`src/rtl/rmq_fifo.sv`:
```
// Small register FIFO used as the front/back queue and the result queue.
// Standalone, no package dependencies.
`timescale 1ns / 1ps

module rmq_fifo #(
    parameter int WIDTH = 8,
    parameter int DEPTH = 2
) (
    input  logic             clk,
    input  logic             rst_n,
    input  logic             push,
    input  logic [WIDTH-1:0] din,
    output logic             full,
    input  logic             pop,
    output logic [WIDTH-1:0] dout,
    output logic             empty
);

    localparam int AW = (DEPTH > 1) ? $clog2(DEPTH) : 1;
    localparam int CNTW = $clog2(DEPTH + 1);

    logic [WIDTH-1:0] mem [0:DEPTH-1];
    logic [AW-1:0]    wr_ptr_reg, wr_ptr_next;
    logic [AW-1:0]    rd_ptr_reg, rd_ptr_next;
    logic [CNTW-1:0]  count_reg, count_next;
    logic             do_push, do_pop;

    assign full    = (count_reg == CNTW'(DEPTH));
    assign empty   = (count_reg == '0);
    assign do_push = push && !full;
    assign do_pop  = pop && !empty;
    assign dout    = mem[rd_ptr_reg];

    always_comb
    begin
        wr_ptr_next = wr_ptr_reg;
        rd_ptr_next = rd_ptr_reg;
        count_next  = count_reg;
        if (do_push)
        begin
            wr_ptr_next = (wr_ptr_reg == AW'(DEPTH - 1)) ? '0 : wr_ptr_reg + 1'b1;
        end
        if (do_pop)
        begin
            rd_ptr_next = (rd_ptr_reg == AW'(DEPTH - 1)) ? '0 : rd_ptr_reg + 1'b1;
        end
        if (do_push && !do_pop)
        begin
            count_next = count_reg + 1'b1;
        end
        else if (do_pop && !do_push)
        begin
            count_next = count_reg - 1'b1;
        end
    end

    always_ff @(posedge clk or negedge rst_n)
    begin
        if (!rst_n)
        begin
            wr_ptr_reg <= '0;
            rd_ptr_reg <= '0;
            count_reg  <= '0;
        end
        else
        begin
            wr_ptr_reg <= wr_ptr_next;
            rd_ptr_reg <= rd_ptr_next;
            count_reg  <= count_next;
        end
    end

    always_ff @(posedge clk)
    begin
        if (do_push)
        begin
            mem[wr_ptr_reg] <= din;
        end
    end

endmodule

```
`config.mk`:
```
export PLATFORM = sky130hd
export DESIGN_NAME = rmq_fifo
export DESIGN_NICKNAME = d
export VERILOG_FILES = /design/src/rtl/rmq_fifo.sv
export SDC_FILE = /design/constraint.sdc
export NUM_CORES = 1
export LEC_CHECK = 0
export CORE_MARGIN = 1.5
export CORE_UTILIZATION = 40
export CTS_CLUSTER_DIAMETER = 100
export CTS_CLUSTER_SIZE = 20
export DETAILED_ROUTE_END_ITERATION = 12
export DONT_BUFFER_PORTS = 1
export GPL_TIMING_DRIVEN = 0
export MAX_ROUTING_LAYER = met4
export SLEW_MARGIN = 10
export SYNTH_ARGS = -nofsm -noshare
export SYNTH_HDL_FRONTEND = slang
export SYNTH_SLANG_ARGS = --single-unit
```
`constraint.sdc`:
```
create_clock -name clk -period 1.5 [get_ports clk]
set_input_delay 0.3 -clock clk [delete_from_list [all_inputs] [get_ports clk]]
set_output_delay 0.3 -clock clk [all_outputs]
set_load 0.01 [all_outputs]
```
Yosys cells after proc, flatten, opt, wreduce, memory -nomap -nowiden
Memory sizes are Yosys's and may differ from the RTL's.
Cells that the tools add are included.
{"block": "classes", "reduce_logical": 10, "n_lt_le_gt_ge": 0, "div_mod_pow": 0, "n_mul": 0, "n_shift": 0, "n_bitwise": 0, "n_mux": 6, "eq_ne": 1, "addsub": 4}
{"cell": "logical AND 1 bit", "n": 4}
{"cell": "logical NOT 1 bit", "n": 4}
{"cell": "two-way mux 1 bit", "n": 4}
{"cell": "two-way mux 2 bit", "n": 2}
{"cell": "adder 1 bit (second input constant)", "n": 2}
{"cell": "adder 2 x 1 -> 2 bit (second input constant)", "n": 1}
{"cell": "equality test 2 bit (second input constant)", "n": 1}
{"cell": "logical NOT 2 bit", "n": 1}
{"cell": "nonzero test 2 bit", "n": 1}
{"cell": "subtractor 2 x 1 -> 2 bit (second input constant)", "n": 1}
{"block": "totals", "latch_bits": 0, "ram_bits": 16, "reg_bits": 4, "rom_bits": 0, "in_bits": 12, "memories": 1}
{"memory": "mem", "words": 2, "width": 8, "rd": 1, "rd_ports_with_merged_regs": 0, "wr": 1, "line": "22", "rtl": "logic [WIDTH-1:0] mem [0:DEPTH-1];"}

Longest topological paths before layout
{"block": "depth", "ltp_word": 7, "mapped_depth": 7}

Least setup slack after synthesis
OpenSTA, ideal clock, no wires.
{"block": "synth_timing", "kind": "flip-flop to flip-flop", "from": "register count_reg[0]", "to": "memory mem[0][0] (enable)", "stages_incl_launch_ff": 4, "period_less_slack_ns": 1.392, "path_slack_ns": 0.108, "t_arrival_ns": 1.022, "path_buffers": 0, "path_cell_list": "dfrtp_1 -> nand2b_1 -> nand2_2 -> nor2_1"}
{"block": "synth_between", "elab_chain_cells": 5}
{"element": "start: declaration", "line": "25", "rtl": "logic [CNTW-1:0] count_reg, count_next;"}
{"element": "start signal: assignment", "line": "69", "rtl": "count_reg <= count_next;"}
{"element": "equality test 2 bit", "line": "28", "rtl": "assign full = (count_reg == CNTW'(DEPTH));"}
{"element": "logical NOT 1 bit", "line": "30", "rtl": "assign do_push = push && !full;"}
{"element": "logical AND 1 bit", "line": "30"}
{"element": "two-way mux 1 bit", "line": "75", "rtl": "if (do_push)"}
{"element": "two-way mux 1 bit (not written as such)", "line": "77", "rtl": "mem[wr_ptr_reg] <= din;"}
{"element": "end: declaration", "line": "22"}
No other way between the ends.

Worst setup path in the final report
{"block": "layout_timing", "from": "register rd_ptr_reg", "to": "output dout[3]"}
{"block": "layout_between", "elab_chain_cells": 1}
{"element": "start: declaration", "line": "24", "rtl": "logic [AW-1:0] rd_ptr_reg, rd_ptr_next;"}
{"element": "start signal: assignment", "line": "68", "rtl": "rd_ptr_reg <= rd_ptr_next;"}
{"element": "memory (2 x 8 bit)"}
{"element": "end: declaration", "line": "15", "rtl": "output logic [WIDTH-1:0] dout,"}
No other way between the ends.

==> flow_results.org <==
** Placement
- DP Worst Slack :: -0.147 ns
- Standard cell area after detailed placement :: a little over 800 um2
- Port Buf Inserts :: 0
- The congestion estimate from routability-driven global placement came to between 0.6 and 0.7.
- Sum of net half-perimeters after detailed placement :: between 800 and 900 um

** Outcome
- Run status :: finished, final reports clean

** Pwr
- Summed over all cells, the static leakage comes to 0.000333 uW.
- For this design the ratio of total power to cell area is just under 2000 mW/mm2.
- Peak supply drop :: about 0.9 mV

** Detailed routing
- For this block, the initial DRC count from the detailed router was 0.
- Across all layers, the routed design uses around 380 vias.
- Routed wirelength normalized by instance count :: approximately 17 um
- For this run, design rule violations remaining after detail routing come to 0.
- For this run, the detailed router's first-pass iteration total came to 1.
- Final antenna-violating net count :: 0
- Routed Wire Length :: about 1.3 mm
- Number of vias per cell :: approximately 5

** Setup path
- The critical path is of the reg -> out type.
- The worst register-to-register path has a depth of 6.
- Capture point of the worst reg-to-reg path :: count_reg[1]
- Along the worst path, the maximum fanout reaches 9.
- The startpoint identified for the worst register-to-register timing path is count_reg[0].
- Data arrival at the endpoint of the critical path :: roughly 1.2 ns
- The worst register-to-register path has a setup slack of 0.12 ns.
- At the worst endpoint, the required time is roughly 1.2 ns.
- The worst setup path is captured at an output pin.
- Type of origin of the critical path :: flip-flop

** Timing
- Setup violations remaining at the end of the flow were counted as 0.
- In the post-route analysis, the smallest setup slack over all paths is 0.0376 ns.
- Highest clock rate :: ~0.7 GHz
- Setup repair after global routing missed its margin :: true
- Final max-slew violation count :: 0
- The final-report hold violation count is 0.
- Headroom to the max-slew limit came out at 0.720.
- Final Skew :: 0.00391 ns
- Summed over all failing endpoints, the final setup total negative slack is 0 ns.
- Worst Hold Slack :: about 0.10 ns
- In the finished design, the share of the clock period the worst path needs comes to 0.975.
- For the pin with the worst max-slew slack, the measured transition is around 0.42 ns.
- Shortest period the worst path allows :: between 1 and 1.5 ns

** Clock network
- Clock tree synthesis found a total of 20 sinks.
- TritonCTS built the clock tree.
- TritonCTS created 3 clock buffers.
- Clock latency on the worst-skew pair, taken at its later pin, is just under 0.3 ns.
- Library cell used as clock root buffer :: sky130_fd_sc_hd__clkbuf_4
- The longest clock path from root to sink contains 2 buffers.
- Clock-pin slew was measured on the worst setup and hold paths at ~0.11 ns.
- # H-tree levels :: 1

** Worst hold path
- The worst hold path begins at din[3].
- Cell count of the worst hold path :: 0
- The worst hold path terminates at mem[1][3].
- The tightest min-delay check is of the in -> reg type.

** Job
- MaxCap Viol Count :: 0

** Global route
- The number of antenna violations at the first check in global routing is 0.
- The first global-routing pass estimated approximately 1.9 mm of wire.
- GR Overflow Total :: 0
- The number of global-route vias before repair was between 400 and 500.
- Entering global routing, the biggest net connects 12 pins.
- In the global route stage, overall resource usage came out at 0.138.

** Yosys
- Netlist cell types :: 15
- Gate count after technology mapping :: 44
- For this run, the register share of the synthesized area comes to 0.742.
- The cell area that synthesis handed to floorplanning was about 780 um2.
- The number of nets in the synthesized netlist is 57.
- Warnings from Yosys :: 0
- #FFs+latches synth :: 20
- Cell types with the largest area share after synthesis :: sky130_fd_sc_hd__edfxtp_1, sky130_fd_sc_hd__dfrtp_1, sky130_fd_sc_hd__mux2_1, sky130_fd_sc_hd__mux2_2, sky130_fd_sc_hd__xnor2_1
- Mean Syn Cell Area :: roughly 18 um2
- The synthesized design spends more area on one cell type than any other, namely sky130_fd_sc_hd__edfxtp_1.
- Area share of the largest cell type after synthesis :: 0.614

** Final layout
- Fraction of layout cells with a size suffix above 1 :: 0.392
- Largest register FFs :: 16
- The repair_antennas step left the layout with diodes totalling 0.
- After routing the design area is 891 um2.
- The area growth from synthesis to layout is 13.9%.
- Final Net Count :: 65
- Registers take roughly 580 um2.
- In the final layout, the multi-input gates occupy 208 um2.
- Count of filler cells inserted in the layout :: approximately 170

** Floorplan
- The total area inside the core boundary comes to between 0.0015 and 0.002 mm2.
- In this run the horizontal extent of the chip is 47.2 um.
- The floorplan step set the die height to ~47 um.
- Row generation in the floorplan step produced 15 rows.
- Die Outline Area :: 0.00223 mm2
- Number of primary I/O pins :: 22
- Starting Density :: 0.439
## Yosys cell counts (all sizes together)
| master | n |
|---|---|
| edfxtp | 16 |
| mux2 | 8 |
| dfrtp | 4 |
| nor2 | 3 |
| xnor2 | 3 |
| inv | 2 |
| xor2 | 2 |
| and3 | 1 |
| buf | 1 |
| ha | 1 |
| nand2 | 1 |
| nand2b | 1 |
| o21ai | 1 |
## placed cells by master, fill, tap and decap left out
cell type	n
sky130_fd_sc_hd__clkbuf_4	3
sky130_fd_sc_hd__dlygate4sd3_1	1
sky130_fd_sc_hd__ha_1	1
sky130_fd_sc_hd__dfrtp_1	3
sky130_fd_sc_hd__nor2_2	1
sky130_fd_sc_hd__inv_1	2
sky130_fd_sc_hd__xnor2_1	2
sky130_fd_sc_hd__xor2_1	2
sky130_fd_sc_hd__nand2b_4	1
sky130_fd_sc_hd__edfxtp_1	16
sky130_fd_sc_hd__clkinv_1	1
sky130_fd_sc_hd__and3_1	1
sky130_fd_sc_hd__mux2_2	8
sky130_fd_sc_hd__nand2_4	1
sky130_fd_sc_hd__dfrtp_2	1
sky130_fd_sc_hd__nor2_1	2
sky130_fd_sc_hd__xnor2_2	1
sky130_fd_sc_hd__buf_6	1
sky130_fd_sc_hd__o21ai_2	1
sky130_fd_sc_hd__buf_4	2
## final cells by class
cell class                      instances  area share
Inverter                                2     0.00843
Buffer                                  1      0.0126
Clock buffer                            3      0.0253
Multi-Input combinational cell         21       0.233
Sequential cell                        20       0.653
Tap cell                               25      0.0351
Clock inverter                          1     0.00421
Timing Repair Buffer                    3      0.0281
## layer usage
layer,track usage,wire (um),vias up
met5,-,0,-
met4,0.0778,4,0
met3,0.0462,70,2
met2,0.260,750,12
met1,0.113,438,192
li1,-,-,172
## worst max-delay path, cell delays in order, from the launching register on
cell and delay (ns):
sky130_fd_sc_hd__dfrtp_1 0.36, sky130_fd_sc_hd__buf_6 0.14, sky130_fd_sc_hd__mux2_2 0.37
## how the worst max path moves through the flow
stage                endpoint  cells after the start          from  slack (ns)
floorplan           mem[0][0]                      3  count_reg[0]        0.11
global placement    mem[0][4]                      3  count_reg[0]       -0.04
detailed placement  mem[0][4]                      3  count_reg[0]       -0.15
CTS                   dout[3]                      2    rd_ptr_reg       0.008
global route          dout[5]                      2    rd_ptr_reg       -0.02
finish                dout[3]                      2    rd_ptr_reg        0.04
## where the power goes
part,internal (uW),total (uW),switching [uW]
logic,307,650,343
registers,779,860,80.9
clock network,96.5,245,148
## per-stage QoR
stage | util | power, uW | std cells
floorplan | - | 1280 | 44
global placement | 0.456 | 1350 | 69
detailed placement | 0.456 | 1390 | 69
CTS | 0.486 | 1710 | 75
global route | 0.500 | 1870 | 76
finish | 0.500 | 1760 | 76
## repair_timing
action | 4_1_cts | 5_1_grt
endpoints found under the hold margin | 4 | 0
buffers inserted | 1 | 1
endpoints found under the setup margin | 17 | 17
pin swaps | 0 | 3
resized for setup | 9 | 4
hold buffers | 1 | 0
## logic make-up after synthesis
| family | after synthesis | synth area share |
|---|---|---|
| muxes | 8 | 0.115 |
| xor gates and xnor gates | 5 | 0.0656 |
| buffers and inverters | 3 | 0.0160 |
| and+or+nand+nor | 6 | 0.0384 |
| adders and majority gates | 1 | 0.0160 |
| AOI/OAI and AO/OA | 1 | 0.00639 |
| DFF | 20 | 0.742 |
(Power assumes the default switching activity.)
