### config.mk
export PLATFORM = sky130hd
export DESIGN_NAME = rmq_front
export DESIGN_NICKNAME = d
export VERILOG_FILES = /design/src/rtl/rmq_pkg.sv /design/src/rtl/rmq_front.sv
export SDC_FILE = /design/constraint.sdc
export NUM_CORES = 1
export LEC_CHECK = 0
export ABC_AREA = 1
export BUFFER_PORTS_ARGS = -buffer_cell sky130_fd_sc_hd__buf_4
export CAP_MARGIN = 40
export CORE_MARGIN = 4
export CORE_UTILIZATION = 60
export DETAILED_ROUTE_END_ITERATION = 6
export PLACE_DENSITY_LB_ADDON = 0.25
export SYNTH_ARGS = -nofsm -noshare
export SYNTH_HDL_FRONTEND = slang
export SYNTH_SLANG_ARGS = --single-unit
### constraint.sdc
create_clock -name clk -period 7.46 [get_ports clk]
set_clock_uncertainty 0.2 [all_clocks]
set_input_delay 0.373 -clock clk [delete_from_list [all_inputs] [get_ports clk]]
set_output_delay 0.373 -clock clk [all_outputs]
set_load 0.02 [all_outputs]
### src/rtl/rmq_pkg.sv
// Package for the rotation matrix to quaternion converter.
// Holds payload structs, widths, branch codes and the output clamp.
// No dependencies.
`timescale 1ns / 1ps

package rmq_pkg;

    localparam int DATA_WIDTH    = 16;
    localparam int FRAC_BITS_DEF = 14;
    localparam int PAIR_W        = DATA_WIDTH + 1;
    localparam int SUM_W         = DATA_WIDTH + 2;
    localparam int QUO_W         = DATA_WIDTH + 1;
    localparam int MID_DEPTH_DEF = 4;
    localparam int OUT_DEPTH_DEF = 2;

    typedef enum logic [1:0] {
        PART_W = 2'd0,
        PART_X = 2'd1,
        PART_Y = 2'd2,
        PART_Z = 2'd3
    } part_t;

    typedef struct packed {
        logic signed [DATA_WIDTH-1:0] c0_r0;
        logic signed [DATA_WIDTH-1:0] c0_r1;
        logic signed [DATA_WIDTH-1:0] c0_r2;
        logic signed [DATA_WIDTH-1:0] c1_r0;
        logic signed [DATA_WIDTH-1:0] c1_r1;
        logic signed [DATA_WIDTH-1:0] c1_r2;
        logic signed [DATA_WIDTH-1:0] c2_r0;
        logic signed [DATA_WIDTH-1:0] c2_r1;
        logic signed [DATA_WIDTH-1:0] c2_r2;
    } matrix_t;

    typedef struct packed {
        logic signed [DATA_WIDTH-1:0] quat_x;
        logic signed [DATA_WIDTH-1:0] quat_y;
        logic signed [DATA_WIDTH-1:0] quat_z;
        logic signed [DATA_WIDTH-1:0] quat_w;
        part_t                        largest_part;
    } quat_t;

    // Classified request between front and back: the three off-diagonal
    // pairs in output-slot order (skipping the largest slot), the branch,
    // and one plus the largest trace combination.
    typedef struct packed {
        logic signed [PAIR_W-1:0] pa;
        logic signed [PAIR_W-1:0] pb;
        logic signed [PAIR_W-1:0] pc;
        part_t                    part;
        logic [SUM_W-1:0]         s;
    } mid_t;

    function automatic logic signed [DATA_WIDTH-1:0] sat_dw(
        input logic signed [DATA_WIDTH+1:0] v
    );
        logic signed [DATA_WIDTH+1:0] hi;
        logic signed [DATA_WIDTH+1:0] lo;
        hi = (DATA_WIDTH+2)'(2 ** (DATA_WIDTH - 1) - 1);
        lo = -(DATA_WIDTH+2)'(2 ** (DATA_WIDTH - 1));
        if (v > hi)
        begin
            return hi[DATA_WIDTH-1:0];
        end
        else if (v < lo)
        begin
            return lo[DATA_WIDTH-1:0];
        end
        return v[DATA_WIDTH-1:0];
    endfunction

endpackage

### src/rtl/rmq_front.sv
// Front end: accepts matrices, forms trace combinations and pairs, picks the branch.
// Depends on rmq_pkg.
`timescale 1ns / 1ps

module rmq_front #(
    parameter int FRAC_BITS = rmq_pkg::FRAC_BITS_DEF
) (
    input  logic            clk,
    input  logic            rst_n,
    input  logic            push,
    input  rmq_pkg::matrix_t matrix,
    output logic            full,
    output logic            mid_push,
    output rmq_pkg::mid_t   mid_data,
    input  logic            mid_full
);

    localparam int TW = rmq_pkg::SUM_W;
    localparam int PW = rmq_pkg::PAIR_W;

    logic                 f1_vld_reg, f2_vld_reg;
    logic signed [TW-1:0] t0_reg, t1_reg, t2_reg, t3_reg;
    logic signed [TW-1:0] t0_next, t1_next, t2_next, t3_next;
    logic signed [PW-1:0] d12_reg, d20_reg, d01_reg, s01_reg, s20_reg, s12_reg;
    logic signed [PW-1:0] d12_next, d20_next, d01_next, s01_next, s20_next, s12_next;
    rmq_pkg::mid_t        f2_reg, f2_next;
    logic signed [TW-1:0] best;
    logic                 adv;

    assign adv      = !f2_vld_reg || !mid_full;
    assign full     = !adv;
    assign mid_push = f2_vld_reg && !mid_full;
    assign mid_data = f2_reg;

    always_comb
    begin
        t0_next  = TW'(matrix.c0_r0) + TW'(matrix.c1_r1) + TW'(matrix.c2_r2);
        t1_next  = TW'(matrix.c0_r0) - TW'(matrix.c1_r1) - TW'(matrix.c2_r2);
        t2_next  = TW'(matrix.c1_r1) - TW'(matrix.c0_r0) - TW'(matrix.c2_r2);
        t3_next  = TW'(matrix.c2_r2) - TW'(matrix.c0_r0) - TW'(matrix.c1_r1);
        d12_next = PW'(matrix.c1_r2) - PW'(matrix.c2_r1);
        d20_next = PW'(matrix.c2_r0) - PW'(matrix.c0_r2);
        d01_next = PW'(matrix.c0_r1) - PW'(matrix.c1_r0);
        s01_next = PW'(matrix.c0_r1) + PW'(matrix.c1_r0);
        s20_next = PW'(matrix.c2_r0) + PW'(matrix.c0_r2);
        s12_next = PW'(matrix.c1_r2) + PW'(matrix.c2_r1);
    end

    // Ties go to the earliest of w, x, y, z.
    always_comb
    begin
        f2_next = '0;
        if (t0_reg >= t1_reg && t0_reg >= t2_reg && t0_reg >= t3_reg)
        begin
            best         = t0_reg;
            f2_next.part = rmq_pkg::PART_W;
            f2_next.pa   = d12_reg;
            f2_next.pb   = d20_reg;
            f2_next.pc   = d01_reg;
        end
        else if (t1_reg >= t2_reg && t1_reg >= t3_reg)
        begin
            best         = t1_reg;
            f2_next.part = rmq_pkg::PART_X;
            f2_next.pa   = s01_reg;
            f2_next.pb   = s20_reg;
            f2_next.pc   = d12_reg;
        end
        else if (t2_reg >= t3_reg)
        begin
            best         = t2_reg;
            f2_next.part = rmq_pkg::PART_Y;
            f2_next.pa   = s01_reg;
            f2_next.pb   = s12_reg;
            f2_next.pc   = d20_reg;
        end
        else
        begin
            best         = t3_reg;
            f2_next.part = rmq_pkg::PART_Z;
            f2_next.pa   = s20_reg;
            f2_next.pb   = s12_reg;
            f2_next.pc   = d01_reg;
        end
        f2_next.s = TW'(best) + (TW'(1) << FRAC_BITS);
    end

    always_ff @(posedge clk or negedge rst_n)
    begin
        if (!rst_n)
        begin
            f1_vld_reg <= 1'b0;
            f2_vld_reg <= 1'b0;
        end
        else if (adv)
        begin
            f1_vld_reg <= push;
            f2_vld_reg <= f1_vld_reg;
        end
    end

    always_ff @(posedge clk)
    begin
        if (adv)
        begin
            t0_reg  <= t0_next;
            t1_reg  <= t1_next;
            t2_reg  <= t2_next;
            t3_reg  <= t3_next;
            d12_reg <= d12_next;
            d20_reg <= d20_next;
            d01_reg <= d01_next;
            s01_reg <= s01_next;
            s20_reg <= s20_next;
            s12_reg <= s12_next;
            f2_reg  <= f2_next;
        end
    end

endmodule

Word-level counts from Yosys, hierarchy flattened
Cells that the tools add are included.
Cells by class
  reductions and logical operators: 9
  add/subtract/negate cells: 15
  muxes and demuxes: 6
  order comparisons: 6
Operator list (count)
  $mux 53: 3
  $ge 18x18->1: 6
  $sub 16x16->17: 6
  $add 16x16->17: 4
  $mux 18: 3
  $sub 17x16->18: 3
  $add 17x16->18: 1
  $add 18x16->18 const B: 1
  $logic_and 1x1->1: 4
  $logic_not 1->1: 3
  $reduce_or 2->1: 1
  $logic_or 1x1->1: 1
Word-level totals
  bits in registers: 247
  word-level logic and storage cells: 54
  output and inout bits: 73

Longest topological paths before layout
  depth after elaboration: 5
  depth in mapped cells: 21
  mapped depth without buffers: 21

Worst setup path before layout
No wires, ideal clock.
  path type: in2out
  start: in mid_full
  end: out full
  setup slack: 0.356 ns
  data arrival time: 6.531 ns
  stages: 2
  buffers on the path: 0
  data required time: 6.887 ns
  cells stage by stage: nand2_1 -> inv_1
On the way
  cells in the longest elaborated chain, start to end: 3
RTL lines
  start: declaration: RTL line rmq_front.sv:15  | input logic mid_full
  $logic_not 1->1: RTL line rmq_front.sv:30  | assign adv = !f2_vld_reg || !mid_full;
  $logic_or 1x1->1: RTL line rmq_front.sv:30
  $logic_not 1->1: RTL line rmq_front.sv:31  | assign full = !adv;
  end: declaration: RTL line rmq_front.sv:12  | output logic full,
No other way between the ends.

Worst setup path in the final report
  start: reg t2_reg[9]
  end: reg f2_reg (netlist bit mid_data[12]), data pin
On the way
  cells in the longest elaborated chain, start to end: 5
  elaborated cells between the ends (all ways): 10
RTL lines
  start: declaration: RTL line rmq_front.sv:22  | logic signed [TW-1:0] t0_reg, t1_reg, t2_reg, t3_reg;
  start signal: assignment: RTL line rmq_front.sv:108  | t2_reg <= t2_next;
  $ge 18x18->1, on equally long branches: RTL line rmq_front.sv:69, rmq_front.sv:53, rmq_front.sv:61
  $mux 18 (tied with other cells): RTL line rmq_front.sv:69  | else if (t2_reg >= t3_reg)
  $mux 18 or $logic_and 1x1->1 (tied branches): RTL line rmq_front.sv:61, rmq_front.sv:53
  $mux 18 (*): RTL line rmq_front.sv:53  | if (t0_reg >= t1_reg && t0_reg >= t2_reg && t0_reg >= t3_reg)
  via best[12]: RTL line rmq_front.sv:27  | logic signed [TW-1:0] best;
  $add 18x16->18 (*): RTL line rmq_front.sv:85  | f2_next.s = TW'(best) + (TW'(1) << FRAC_BITS);
  end signal: assignment: RTL line rmq_front.sv:116  | f2_reg <= f2_next;
  end: declaration: RTL line rmq_front.sv:26  | rmq_pkg::mid_t f2_reg, f2_next;
Mark *: on every way through the listed nets, which the timed path passes. The rest lies on a longest branch.
A chain may end at the register's enable or synchronous reset.

==> impl_metrics.ini <==
[clock_tree]
postCtsSetupBuffers = 0
cts.path.max_buffers = 3
cts_hold_buf = 3
cts.sinks = 244
clkTransAtPathRegs_ns = 0.06
root_buffer = clkbuf_16
cts_resized = 0
tritoncts = built
numCtsBuffers = 28
clock_latency_ns = 0.56
htree_num_levels = 1

[hold_path]
hold_class = in2reg
min_from = matrix[129]
min_to = t1_reg[0]$_DFFE_PN_
min_delay_path_depth = 2

[sta]
holdWs_ns = 0.0296
fmax_mhz = 249
relSlewSlack_pct = 30.3
tightest_slew_ns = 1.05
setup_slack_ns = 3.44
slew_violations = 0
timing.final.crit_share_pct = 53.8
hold_viol_final = 0
setup_tns_ns = 0
rsz0062_at_grt = no
min_period_ns = 4.02
setup_viol = 0

[drt]
route.detailed.drc = 0
drt-total-wl_mm = 54.0
via_per_inst = 5.56
via_count = 16400
first_pass_iters = 6
wire_per_inst_um = 18.3
drtIter0Drc = 1328
ant_nets = 0

[synth]
synth_cell_type_count = 45
syn_area_um2 = 20400
synth_fp_nets = 2777
synth.avg_cell_area_um2 = 8.94
ys_ff_latch = 244
netlist_instances = 2283
yosysSeqAreaShare_pct = 35.9
ys_warn_count = 0

[setup_path]
start_kind = register
critPathSlowestCell = nand2_1
cp.required_ns = 7.67
r2r-end = mid_data[12]$_DFFE_PN_
worstReg2RegStart = t2_reg[9]$_DFFE_PN_
max_stage_delay_ns = 0.63
setup.worst_path.class = reg2reg
cp_cell_sequence = inv_1 -> ha_1 -> nand2_1 -> nor2_1 -> nand3_1 -> nand3_1 -> nand2_1 -> nand3_1 -> nand3_1 -> nand2_1 -> buf_4 -> nand2_1 -> o221ai_2 -> nand2_1 -> nand2_1
crit_top_cell = nand2_1
critical_path.top_delay_family = simple AND/OR/NAND/NOR gates
crit_buf_inv = 2
critical_path.max_fanout = 41
critPathCaptureType = register
critPathArrivalTime_ns = 4.22
r2r_slack_ns = 3.44
reg2regPathDepth = 15

[final_layout]
fin_area_um2 = 23400
drive_above_1_share_pct = 11.5
largest_register_ffs = 71
area_growth_pct = 14.6
fin_nets = 2978
antenna_cells = 0

[place]
placed_area_um2 = 22400
gp_congestion = 0.925
io_buffer_count = 220
dpl.hpwl_mm = 42.8
place_ws_ns = 3.20

[pwr]
leakagePower_nw = 11.6
ir_drop_v = 0.000283
p_per_area_nw_per_um2 = 372
total_power_w = 0.00869

[global_route]
grt.met1_usage_pct = 42.7
grtUsageMet2_pct = 42.9
grt_busiest_layer = met2
antenna_found_initial = 4
overflow = 0
grt_pass1_vias = 15800
grt_usage_pct = 28.3
grt_pass1_wl_mm = 82.5
grt_max_degree = 186
grt_util_met3_pct = 4.59

[die]
io_pins = 221
die_area_um2 = 37000
fp-row-count = 67
core_region_area_um2 = 33500
die_width_um = 192
start_util_pct = 60.8
dieHeight_um = 192

[run]
cap_violations = 0

[run_status]
status = complete, no violations
worst register-to-register path, cell delays in order (launching register included):
cell	delay [ns]
edfxtp_1	0.43
inv_1	0.13
ha_1	0.32
nand2_1	0.11
nor2_1	0.29
nand3_1	0.17
nand3_1	0.15
nand2_1	0.09
nand3_1	0.10
nand3_1	0.12
nand2_1	0.09
buf_4	0.40
nand2_1	0.63
o221ai_2	0.41
nand2_1	0.09
nand2_1	0.14
placed cells by master, fill, tap and decap left out, types with 11 or more instances in the layout:
cell type,Yosys,routed
clkbuf_16,0,28
edfxtp_1,242,242
fa_1,71,71
nand4_1,17,17
ha_1,275,275
nand3_1,72,72
a31oi_1,23,23
buf_4,3,222
inv_1,356,356
nor2_1,113,113
xnor2_1,15,15
a21o_1,29,29
nand2_1,502,501
o31ai_1,13,13
xor2_1,126,126
o21ai_0,84,84
a21oi_1,184,184
o21ai_1,11,11
per-layer routing:
metal  share of wire (%)  vias to the layer above
met5               0.024                        -
met2                  43                      703
met4                 2.5                        2
li1                    -                     7950
met3                 9.7                       78
met1                  45                     7682
report_power, final:
group	internal (W)	switching, W	leakage, nW
Clock	0.000819	0.000570	0.454
Sequential	0.00231	0.000334	2.48
Combinational	0.00165	0.00302	8.64
worst max-delay path by stage:
stage	from	end	slack, ns	cells past startpoint
after floorplan	mid_full	full	0.36	2
after global placement	t2_reg[9]$_DFFE_PN_	mid_data[16]$_DFFE_PN_	3.31	18
after detailed placement	matrix[0]	t1_reg[12]$_DFFE_PN_	3.20	16
after CTS	t2_reg[9]$_DFFE_PN_	mid_data[12]$_DFFE_PN_	3.48	15
after global routing	t2_reg[17]$_DFFE_PN_	mid_data[16]$_DFFE_PN_	3.18	14
final	t2_reg[9]$_DFFE_PN_	mid_data[12]$_DFFE_PN_	3.44	15
logic make-up (layout without fill, tap and decap cells):
family	Yosys count	in the layout	share of synthesized area (%)
and+or+nand+nor	738	738	14.8
xor gates and xnor gates	141	141	6.05
DFF	244	244	35.9
buffers and inverters	417	638	7.98
adders and majority gates	346	346	23.8
AOI/OAI and AO/OA	397	397	11.5
cells in the mapped netlist, drive strengths merged:
library cell | instances | area share [%]
o2111ai | 3 | 0.13
a31oi | 23 | 0.71
xor2 | 126 | 5.4
a211oi | 1 | 0.037
o21a | 2 | 0.074
buf | 31 | 0.88
nand3 | 74 | 1.9
ha | 275 | 17
inv | 358 | 6.6
a22o | 2 | 0.086
nand4 | 18 | 0.58
nor3 | 10 | 0.25
o211ai | 1 | 0.037
fa | 71 | 7.0
nor4 | 7 | 0.21
o22ai | 4 | 0.12
and2 | 3 | 0.092
clkinv | 2 | 0.037
nand2 | 504 | 9.3
a21boi | 13 | 0.48
xnor2 | 15 | 0.64
o21ai | 95 | 2.3
o221ai | 15 | 0.95
clkbuf | 26 | 0.48
o311ai | 1 | 0.043
nand3b | 7 | 0.26
edfxtp | 242 | 36
o31ai | 13 | 0.48
dfrtp | 2 | 0.25
a21o | 30 | 1.1
o21bai | 10 | 0.37
a21oi | 184 | 4.5
nor2 | 115 | 2.1
layout make-up:
class	instances	area [µm²]
inverter	360	1350
multi-input combinational	1622	11500
clock buffer	36	751
tap	448	561
sequential	244	7320
fill	2598	10200
timing repair buffer	228	1760
clock inverter	14	183
stage by stage:
step	utilization, %	cells
after floorplan	-	2283
after global placement	66.7	2897
after detailed placement	66.9	2899
after CTS	69.7	2952
after global routing	69.7	2952
final	69.7	2952
(Power assumes the default switching activity.)
